## src/design/cau_pkg.sv

```systemverilog
`default_nettype none
package cau_pkg;

	localparam int DATA_WIDTH_DEF = 32;
	localparam int FRAC_BITS_DEF  = 16;

	// opcodes
	typedef enum logic [2:0] {
		OP_ADD = 3'd0,
		OP_SUB = 3'd1,
		OP_MUL = 3'd2,
		OP_DIV = 3'd3,
		OP_NEG = 3'd4,
		OP_CNJ = 3'd5,
		OP_RCP = 3'd6
	} op_t;

	// result status codes
	typedef enum logic [1:0] {
		ST_OK  = 2'd0,
		ST_DZ  = 2'd1,
		ST_OVF = 2'd2
	} status_t;

	// control that travels with each word down the pipe
	typedef struct packed {
		logic valid;
		op_t  op;
		logic dz;
		logic neg_re;
		logic neg_im;
		logic ovf_re;
		logic ovf_im;
	} ctrl_t;

endpackage
`default_nettype wire

```

## src/design/cau_back.sv

```systemverilog
`default_nettype none
module cau_back import cau_pkg::*; #(
	parameter int DATA_WIDTH = DATA_WIDTH_DEF
) (
	input  wire logic                   clk,
	input  wire logic                   arst_n,
	input  wire logic                   en,
	input  ctrl_t                       ctrl_in,
	input  wire logic [2*DATA_WIDTH+2:0] e_re_in,
	input  wire logic [2*DATA_WIDTH+2:0] e_im_in,
	input  wire logic [DATA_WIDTH-1:0]  q_re_in,
	input  wire logic [DATA_WIDTH-1:0]  q_im_in,
	output logic                        out_valid,
	output logic [DATA_WIDTH-1:0]       r_re,
	output logic [DATA_WIDTH-1:0]       r_im,
	output logic [1:0]                  status
);

	localparam int W  = DATA_WIDTH;
	localparam int SW = 2 * W + 3;
	localparam logic [W-1:0] MAXV = {1'b0, {(W-1){1'b1}}};
	localparam logic [W-1:0] MINV = {1'b1, {(W-1){1'b0}}};

	logic [W:0] sat_re, sat_im;
	logic [W-1:0] res_re, res_im;
	status_t st;

	// clamp a wide signed value, flag in the top bit
	function automatic logic [W:0] sat_wide(input logic [SW-1:0] v);
		logic fits;
		fits = (&v[SW-1:W-1]) | ~(|v[SW-1:W-1]);
		if (fits)
			return {1'b0, v[W-1:0]};
		else
			return {1'b1, v[SW-1] ? MINV : MAXV};
	endfunction

	// sign and clamp a quotient magnitude
	function automatic logic [W:0] sat_quot(input logic neg, input logic big,
			input logic [W-1:0] q);
		logic [W:0] r;
		if (big)
			r = {1'b1, neg ? MINV : MAXV};
		else if (neg)
			r = (q > MINV) ? {1'b1, MINV} : {1'b0, W'(-q)};
		else
			r = q[W-1] ? {1'b1, MAXV} : {1'b0, q};
		return r;
	endfunction

	// result select
	always_comb begin
		sat_re = '0;
		sat_im = '0;
		res_re = '0;
		res_im = '0;
		st     = ST_OK;
		case (ctrl_in.op)
			OP_DIV, OP_RCP: begin
				if (ctrl_in.dz) begin
					st = ST_DZ;
				end else begin
					sat_re = sat_quot(ctrl_in.neg_re, ctrl_in.ovf_re, q_re_in);
					sat_im = sat_quot(ctrl_in.neg_im, ctrl_in.ovf_im, q_im_in);
					res_re = sat_re[W-1:0];
					res_im = sat_im[W-1:0];
					st     = (sat_re[W] | sat_im[W]) ? ST_OVF : ST_OK;
				end
			end
			default: begin
				sat_re = sat_wide(e_re_in);
				sat_im = sat_wide(e_im_in);
				res_re = sat_re[W-1:0];
				res_im = sat_im[W-1:0];
				st     = (sat_re[W] | sat_im[W]) ? ST_OVF : ST_OK;
			end
		endcase
	end

	// output word register
	always_ff @(posedge clk or negedge arst_n) begin
		if (!arst_n) begin
			out_valid <= 1'b0;
		end else if (en) begin
			out_valid <= ctrl_in.valid;
		end
	end

	always_ff @(posedge clk) begin
		if (en) begin
			r_re   <= res_re;
			r_im   <= res_im;
			status <= st;
		end
	end

endmodule
`default_nettype wire

```

## config.mk

```make
export PLATFORM = sky130hd
export DESIGN_NAME = cau_back
export DESIGN_NICKNAME = d
export VERILOG_FILES = /design/src/design/cau_pkg.sv /design/src/design/cau_back.sv
export SDC_FILE = /design/constraint.sdc
export NUM_CORES = 1
export LEC_CHECK = 0
export ABC_AREA = 1
export BUFFER_PORTS_ARGS = -buffer_cell sky130_fd_sc_hd__buf_2
export CORE_MARGIN = 1.5
export CORE_UTILIZATION = 30
export DETAILED_ROUTE_END_ITERATION = 10
export PLACE_DENSITY = 0.54
export SETUP_SLACK_MARGIN = 0.1
export SLEW_MARGIN = 20
export SYNTH_ARGS = -nofsm -noshare
export SYNTH_HDL_FRONTEND = slang
export SYNTH_SLANG_ARGS = --single-unit
```

## constraint.sdc

```tcl
create_clock -name clk -period 0.94 [get_ports clk]
set_input_delay 0.188 -clock clk [delete_from_list [all_inputs] [get_ports clk]]
set_output_delay 0.188 -clock clk [all_outputs]
set_load 0.005 [all_outputs]
```

==> run metrics <==
status finished, violations left; failing checks setup timing; final wirelength about 33000 um; Clk network pwr share 0.300; largest net degree at the start of global routing 54; DRC Markers 0; Tcrit/Tclk final 1.56; RePlAce Congestion 0.902; vias in the first global route around 9000; first-pass GRT wire length 47200 um; Slew HR 0.694; count of final setup violators around 130; leading cell types by count after synthesis nand2_1 (592), nor2_1 (161), nand3_1 (86); fillcell total about 2100; die area between 20000 and 25000 um2; GRT overflow 0; total track usage 0.254; P&R area growth vs syn 82.3%; worst vdd ir 0.750 mV; required time worst endpoint roughly 1000 ps; core region area around 22000 um2; setup TNS -35430 ps; Placed Area 10200 um2; Vias/cell 4.91; Leak just over 6 nW; TritonCTS clock tree built; Peak Freq 683 MHz; crit-path max FO 4; crit path kind in -> reg; Critical Path AT ~1600 ps; Synth Instances between 1000 and 1500; P per Cell Area ~900 nW/um2; largest cells by area after synthesis nand2_1 (33%), edfxtp_1 (29%), nor2_1 (8.9%); Rows 54; share of layout cells above drive strength 1 0.497; cell area after synthesis just under 7000 um2; EDFF count, synth 66; initial drt markers about 730; Yosys top cell area share 0.326; max-slew violations 0; Die H about 150 um; clk_skew 0 ps; total chip power between 10 and 15 mW; FFs w/ async S/R, synth 0.0149; die width about 150 um; Sw Pwr approximately 3.8 mW; Mean Syn Cell Area around 5.7 um2; Setup WS post-layout -524 ps; total CTS buffers 9; cell with the most instances after synthesis nand2_1; clock tree buffer depth 2; final net count 1900; clock latency at the later pin of the worst-skew pair between 300 and 400 ps; Starting Density 0.309; Gate power share 0.367; Worst Tran Pin Value about 450 ps; Post-synth top flop edfxtp_1; TritonRoute pass-1 iters 6; Clock Tree Root clkbuf_16; hold path startpoint ctrl_in[8]; sequential share of power 0.333; fin area approximately 12000 um2; final hold slack ~82 ps; Sink Count 67; initial antenna violation count 0; Detail Route Antenna Nets 0; ANT cells 0; Hold Path Class in -> reg; final hold vios 0; Synth area leader nand2_1; FF+latch count, synth 67; Crit. End Element register; minimum clock period 1460 ps; YS warnings 0; Seq/Total Area, Yosys 0.295; post-synth net total ~1400; CTS H-tree depth 3; CTS clock-pin slew for the worst setup and hold paths 60 ps; number of max-cap violations 0; Buffers on Ports between 200 and 300; post-DP HPWL approximately 23000 um; I/O pin count roughly 280; Routed WL per cell roughly 16 um; Worst setup SP type primary input; Synth cell types 33; RSZ-0062 raised after global routing true; FF-to-FF Start out_valid; Vias 9690; internal power approximately 7.4 mW; Sw Ratio 0.340; crit path from q_re_in[4]
## stage by stage
step	cells	util	setup slack (ps)
2_1_floorplan	1190	-	-476
3_3_place_gp	1901	0.462	-988
3_5_place_dp	1901	0.462	-1000
4_1_cts	1948	0.518	-429
5_1_grt	1973	0.564	-563
6_report	1973	0.564	-524
## worst max-delay path: stages
cell and delay, ps:
buf_2 130, nor2_1 190, nand2_2 100, nor2_4 140, nand2_2 100, buf_4 140
buf_6 120, o21ai_2 110, nand3_1 110, nand3_2 80, nand2_1 50, nand2_1 50
nand2_1 50
## power by group through the flow
stage	clock network, mW	logic [mW]	registers, mW
global route	3.55	4.44	3.76
finish	3.36	4.12	3.73
detailed placement	0	3.27	3.79
floorplan	0	1.30	3.82
global placement	0	3.27	3.80
CTS	3.41	3.68	3.74
## routing by layer
metal  global-route usage  share of wire  up-vias
li1                     -              -     4802
met1                0.324           0.42     4458
met2                0.433           0.49      368
met3               0.0443          0.058       62
met4               0.0823          0.026        0
met5                    0              0        -
## layout make-up
type / instances / area, um2 / area share
clock buffer: 9 / 225 / 0.0181
timing repair buffer: 537 / 3990 / 0.322
multi-input combinational: 991 / 5420 / 0.436
inverter: 82 / 362 / 0.0291
tap: 280 / 350 / 0.0282
clock inverter: 7 / 60.1 / 0.00484
sequential: 67 / 2010 / 0.162
## cell usage in the layout, fill, tap and decap left out, types with 3 or more instances in the layout
cell,n
nand3_1,56
o21ai_0,24
o31ai_1,6
buf_4,218
o21ai_2,8
o211ai_1,5
xor2_1,3
clkinvlp_4,3
nor3_1,6
buf_2,251
o22ai_1,6
a21oi_2,3
nand2_4,29
buf_6,33
o21ai_1,14
inv_2,14
nor2_2,31
inv_6,4
nand3_2,22
edfxtp_1,66
nand4_1,28
nor3_2,7
buf_16,5
nand2_1,469
inv_1,61
nand2_2,100
nand3_4,10
buf_8,5
nor2_4,48
a21oi_1,5
nor2_1,95
buf_12,19
clkbuf_16,14
## final timing paths
path | end | slack [ps] | depth (start not counted)
max | r_re[20] | -520 | 13
min reg2reg | out_valid | 500 | 1
max in group asynchronous | out_valid | 710 | 2
max reg2reg | out_valid | 210 | 1
min in group asynchronous | out_valid | 150 | 2
min | out_valid | 80 | 2
## timing repair
action                                  CTS  global route
endpoints found under the setup margin  132           132
resized for setup                       173           213
endpoints found under the hold margin     1             0
setup buffers                            25            22
hold buffers                              1             0
cloned                                    6             6
pin swaps                                58           133
## flip-flops by register name (all words and copies together) (netlist names)
name       count
r_im          32
out_valid      1
r_re          32
status         2
## cell families (layout without fill, tap and decap cells)
family,count (synthesis),in the layout,synth area share
fa+ha+maj,2,2,0.00367
simple gates,906,906,0.545
flops,67,67,0.295
xor+xnor,5,5,0.00643
compound gates,77,77,0.0639
mux,1,1,0.00165
buf+inv,132,635,0.0850
(Power assumes the default switching activity.)
