## config.mk

```make
export PLATFORM = sky130hd
export DESIGN_NAME = cau_div_step
export DESIGN_NICKNAME = d
export VERILOG_FILES = /design/src/design/cau_pkg.sv /design/src/design/cau_div_step.sv
export SDC_FILE = /design/constraint.sdc
export NUM_CORES = 1
export LEC_CHECK = 0
export ABC_AREA = 1
export BUFFER_PORTS_ARGS = -buffer_cell sky130_fd_sc_hd__buf_2
export CAP_MARGIN = 40
export CORE_AREA = 3 3 342 344
export CTS_BUF_LIST = sky130_fd_sc_hd__clkbuf_4
export DETAILED_ROUTE_END_ITERATION = 8
export DIE_AREA = 0 0 345 347
export MAX_ROUTING_LAYER = met4
export PLACE_DENSITY_LB_ADDON = 0.12
export SLEW_MARGIN = 10
export SYNTH_ARGS = -nofsm -noshare
export SYNTH_HDL_FRONTEND = slang
export SYNTH_SLANG_ARGS = --single-unit
export TNS_END_PERCENT = 1
```

## constraint.sdc

```tcl
create_clock -name clk -period 1.55 [get_ports clk]
set_input_delay 0.3875 -clock clk [delete_from_list [all_inputs] [get_ports clk]]
set_output_delay 0.3875 -clock clk [all_outputs]
set_load 0.01 [all_outputs]
```

## src/design/cau_pkg.sv

```systemverilog
`default_nettype none
package cau_pkg;

	localparam int DATA_WIDTH_DEF = 32;
	localparam int FRAC_BITS_DEF  = 16;

	// opcodes
	typedef enum logic [2:0] {
		OP_ADD = 3'd0,
		OP_SUB = 3'd1,
		OP_MUL = 3'd2,
		OP_DIV = 3'd3,
		OP_NEG = 3'd4,
		OP_CNJ = 3'd5,
		OP_RCP = 3'd6
	} op_t;

	// result status codes
	typedef enum logic [1:0] {
		ST_OK  = 2'd0,
		ST_DZ  = 2'd1,
		ST_OVF = 2'd2
	} status_t;

	// control that travels with each word down the pipe
	typedef struct packed {
		logic valid;
		op_t  op;
		logic dz;
		logic neg_re;
		logic neg_im;
		logic ovf_re;
		logic ovf_im;
	} ctrl_t;

endpackage
`default_nettype wire

```

## src/design/cau_div_step.sv

```systemverilog
`default_nettype none
module cau_div_step import cau_pkg::*; #(
	parameter int DATA_WIDTH = DATA_WIDTH_DEF,
	parameter int FRAC_BITS  = FRAC_BITS_DEF,
	parameter int BIT_POS    = 0
) (
	input  wire logic                   clk,
	input  wire logic                   arst_n,
	input  wire logic                   en,
	input  ctrl_t                       ctrl_in,
	input  wire logic [2*DATA_WIDTH+2:0] e_re_in,
	input  wire logic [2*DATA_WIDTH+2:0] e_im_in,
	input  wire logic [2*DATA_WIDTH+FRAC_BITS+2:0] rem_re_in,
	input  wire logic [2*DATA_WIDTH+FRAC_BITS+2:0] rem_im_in,
	input  wire logic [2*DATA_WIDTH+1:0] den_in,
	input  wire logic [DATA_WIDTH-1:0]  q_re_in,
	input  wire logic [DATA_WIDTH-1:0]  q_im_in,
	output ctrl_t                       ctrl_sd,
	output logic [2*DATA_WIDTH+2:0]     e_re_sd,
	output logic [2*DATA_WIDTH+2:0]     e_im_sd,
	output logic [2*DATA_WIDTH+FRAC_BITS+2:0] rem_re_sd,
	output logic [2*DATA_WIDTH+FRAC_BITS+2:0] rem_im_sd,
	output logic [2*DATA_WIDTH+1:0]     den_sd,
	output logic [DATA_WIDTH-1:0]       q_re_sd,
	output logic [DATA_WIDTH-1:0]       q_im_sd
);

	localparam int W  = DATA_WIDTH;
	localparam int SW = 2 * W + 3;
	localparam int NW = SW + FRAC_BITS;
	localparam int CW = NW + W;

	logic [CW-1:0] den_sh;
	logic [CW:0] diff_re, diff_im;
	logic [W-1:0] q_re, q_im;

	// one restoring step per lane
	always_comb begin
		den_sh  = CW'(den_in) << BIT_POS;
		diff_re = {1'b0, CW'(rem_re_in)} - {1'b0, den_sh};
		diff_im = {1'b0, CW'(rem_im_in)} - {1'b0, den_sh};
		q_re = q_re_in;
		q_im = q_im_in;
		q_re[BIT_POS] = ~diff_re[CW];
		q_im[BIT_POS] = ~diff_im[CW];
	end

	always_ff @(posedge clk or negedge arst_n) begin
		if (!arst_n) begin
			ctrl_sd <= '0;
		end else if (en) begin
			ctrl_sd <= ctrl_in;
		end
	end

	always_ff @(posedge clk) begin
		if (en) begin
			e_re_sd   <= e_re_in;
			e_im_sd   <= e_im_in;
			den_sd    <= den_in;
			q_re_sd   <= q_re;
			q_im_sd   <= q_im;
			rem_re_sd <= diff_re[CW] ? rem_re_in : diff_re[NW-1:0];
			rem_im_sd <= diff_im[CW] ? rem_im_in : diff_im[NW-1:0];
		end
	end

endmodule
`default_nettype wire

```

==> flow_summary.ini <==
[grt]
grt_pass1_wl_um = 249700
grt_antenna_before_repair = 18
grt_max_degree = 58
grt_pass1_vias = 36827
grt-ovfl-total = 0
grt_use_total_pct = 29.50

[finish]
nets = 7392
drive_above_1_share_pct = 38.25
stdcell_count = 8435
fin_util_pct = 48.76
area_growth_pct = 85.25
design_area_sq_um = 55680

[worst_setup_path]
r2r_setup_slack_ps = 170
arrival_ps = 1900
crit_path_top_delay_cell = edfxtp_1
worstPathCellList = buf_2
worstSetupPathType = flip-flop to primary output
critPathTopFamily = flip-flops
crit_buf_inv = 1
crit_path_end_kind = primary output
worst_setup_path_start_kind = flip-flop
crit_fanout = 1
crit_required_ps = 1160
max_stage_delay_ps = 540

[synth]
synth-async-reset-ratio_pct = 2.050
syn_nets = 4765
synth-seq-area-share_pct = 43.71
yosys.area.top_type_share_pct = 42.96
yosysUniqueCellTypes = 43
yosys-top-cells-area = edfxtp_1, nand2_1, inv_1
synth-edff-count = 430
syn_inst = 4189
post-synth-top-area-cell = edfxtp_1
yosys_warnings = 0
syn_area_per_cell_sq_um = 7.175
synth_seq_cells = 439
ys.flop_type = edfxtp_1
synth_area_sq_um = 30060

[clock_tree]
cts_tree = yes
numCtsBuffers = 131
cts_max_level = 4
cts.clk_slew.worst_paths_ps = 90
cts.sinks = 439
clk_latency_ps = 1090
clk_path_buf_depth = 3
root_buffer = clkbuf_4

[sta]
setup_ws_ps = -738.1
setup-tns-final_ps = -249200
rsz0062_at_grt = true
hold_viol = 7
finalClockSkew_ps = 0
clock.fmax_mhz = 437.1
fin_crit_sh_pct = 147.6
worst_pin_slew_ps = 579.9
period_needed_ps = 2288
setup_viol = 607
drv_slew = 0
relSlewSlack_pct = 61.34
hold_slack_ps = -414.5

[floorplanning]
die_w_um = 345
core_area_sq_um = 114200
num_io_pins = 881
die-area_sq_um = 119700
rows = 124
dieHeight_um = 347
floorplan.initialDensity_pct = 26.32

[placement]
gp_congestion = 0.9638
numPlacedInstances = 7450
portBuffers = 878
place_hpwl_um = 146200
placed_cell_area_sq_um = 43930

[detailed_routing]
drc_errors = 0
via_per_inst = 4.425
wl_per_cell_um = 21.52
initialDrtViolationCount = 2539
routed_wl_um = 181500
ant_nets = 0
vias = 37329
first_pass_iters = 8

[flow_run]
drv_cap = 0

[status]
violations = hold timing, setup timing
outcome = finished, violations left

[power_and_ir_drop]
peakVddDrop_mv = 0.5469
p_per_area_nw_per_um2 = 757.2
p_leak_nw = 27.76

[worst_hold_path]
hp-class = input pin to flip-flop
[state kept, by name (all words and copies together), names as in the netlist]
name / flops
ctrl_sd: 9
den_sd: 66
e_im_sd: 67
e_re_sd: 67
q_im_sd: 32
q_re_sd: 32
rem_im_sd: 83
rem_re_sd: 83
[power by group]
| group | switching, W | total, W | internal [W] |
|---|---|---|---|
| combinational | 0.00833 | 0.0155 | 0.00720 |
| sequential | 0.000499 | 0.0150 | 0.0145 |
| clock | 0.00596 | 0.0116 | 0.00562 |
| total | 0.0148 | 0.0422 | 0.0274 |
[final timing paths]
check,start,endpoint,depth (start not counted)
worst min register to register,ctrl_sd[3],ctrl_sd[3],2
max in group asynchronous,arst_n,ctrl_sd[6],3
min in group asynchronous,arst_n,ctrl_sd[0],3
worst max register to register,ctrl_sd[0],ctrl_sd[0],2
worst max-delay path,rem_re_sd[41],rem_re_sd[41],1
worst min-delay path,den_in[0],den_sd[0],1
[stage by stage]
| stage | total power, W | worst slack (ps) | hold slack (ps) |
|---|---|---|---|
| CTS | 0.04115 | -767.2 | -505.8 |
| floorplan | 0.02018 | -664.4 | 91.91 |
| finish | 0.04216 | -738.1 | -414.5 |
| detailed placement | 0.02803 | -2108 | 254.3 |
| global placement | 0.02808 | -2148 | 252.3 |
| global route | 0.04435 | -791.6 | -500.8 |
[layout by cell type, fill, tap and decap left out, types with 15 or more instances in the layout]
cell and count:
xor2_1 37, buf_12 47, inv_2 53, nor3_1 19, a21oi_1 92, inv_1 717, buf_2 835, diode_2 19
nand3_1 158, ha_4 101, nor2_2 58, clkbuf_4 183, nand2_4 27, buf_6 55, nand2_1 1608, xnor2_1 33
a21oi_2 39, buf_4 911, nor2_4 44, clkinvlp_4 33, nand3b_1 38, ha_1 25, o21ai_0 49, nand2_2 137
clkinv_1 18, dlygate4sd3_1 657, edfxtp_1 430, nor2_1 305, nand4_1 33, o21ai_2 15
[synth_stat cells (14+ instances only)]
cell / number
xnor2_1: 35
o21ai_0: 56
nor3_1: 21
nand3_1: 174
edfxtp_1: 430
nor2_2: 14
buf_2: 14
nand3b_1: 38
inv_1: 793
xor2_1: 37
nor2_1: 392
nand4_1: 33
a21oi_1: 108
ha_1: 132
a21oi_2: 26
nand2_1: 1766
[logic make-up after synthesis]
group	Yosys count	synth area share, %
AND/OR/NAND/NOR	2484	33.26
buffers and inverters	835	10.79
flip-flops	439	43.71
AO/OA/AOI/OAI	216	4.167
adder cells (fa/ha/maj)	134	5.628
XOR/XNOR	72	2.098
multiplexers	9	0.3372
[worst register-to-register path, cell delays in order, from the launching register on]
cell and delay [ps]:
dfrtp_1 400, mux2_2 270, dlygate4sd3_1 580
[final cells by class]
class	instances	area (sq um)
fill	11539	58510
timing repair buffer	2526	19570
multi-input combinational	2915	16270
sequential	439	13140
inverter	803	3153
tap	1512	1892
clock buffer	180	1351
clock inverter	41	256.5
antenna	19	47.55
[per-layer routing]
layer | wire length [um] | vias up | track usage [%] | share of wire, %
met5 | 0 | - | - | 0
met4 | 6297 | 0 | 9.594 | 3.5
met3 | 9602 | 248 | 4.288 | 5.3
met2 | 90520 | 1273 | 50.99 | 50
met1 | 75070 | 17435 | 35.29 | 41
li1 | - | 18373 | - | -
[what timing repair did]
| item | in CTS | in global routing |
|---|---|---|
| resized for setup | 56 | 566 |
| buffers inserted | 0 | 76 |
| hold buffers | 649 | 40 |
| setup endpoints to repair | 607 | 607 |
| endpoints found under the hold margin | 831 | 44 |
| pin swaps | 0 | 104 |
| gates cloned | 0 | 11 |
No activity file was read; power rests on OpenSTA's default activity.
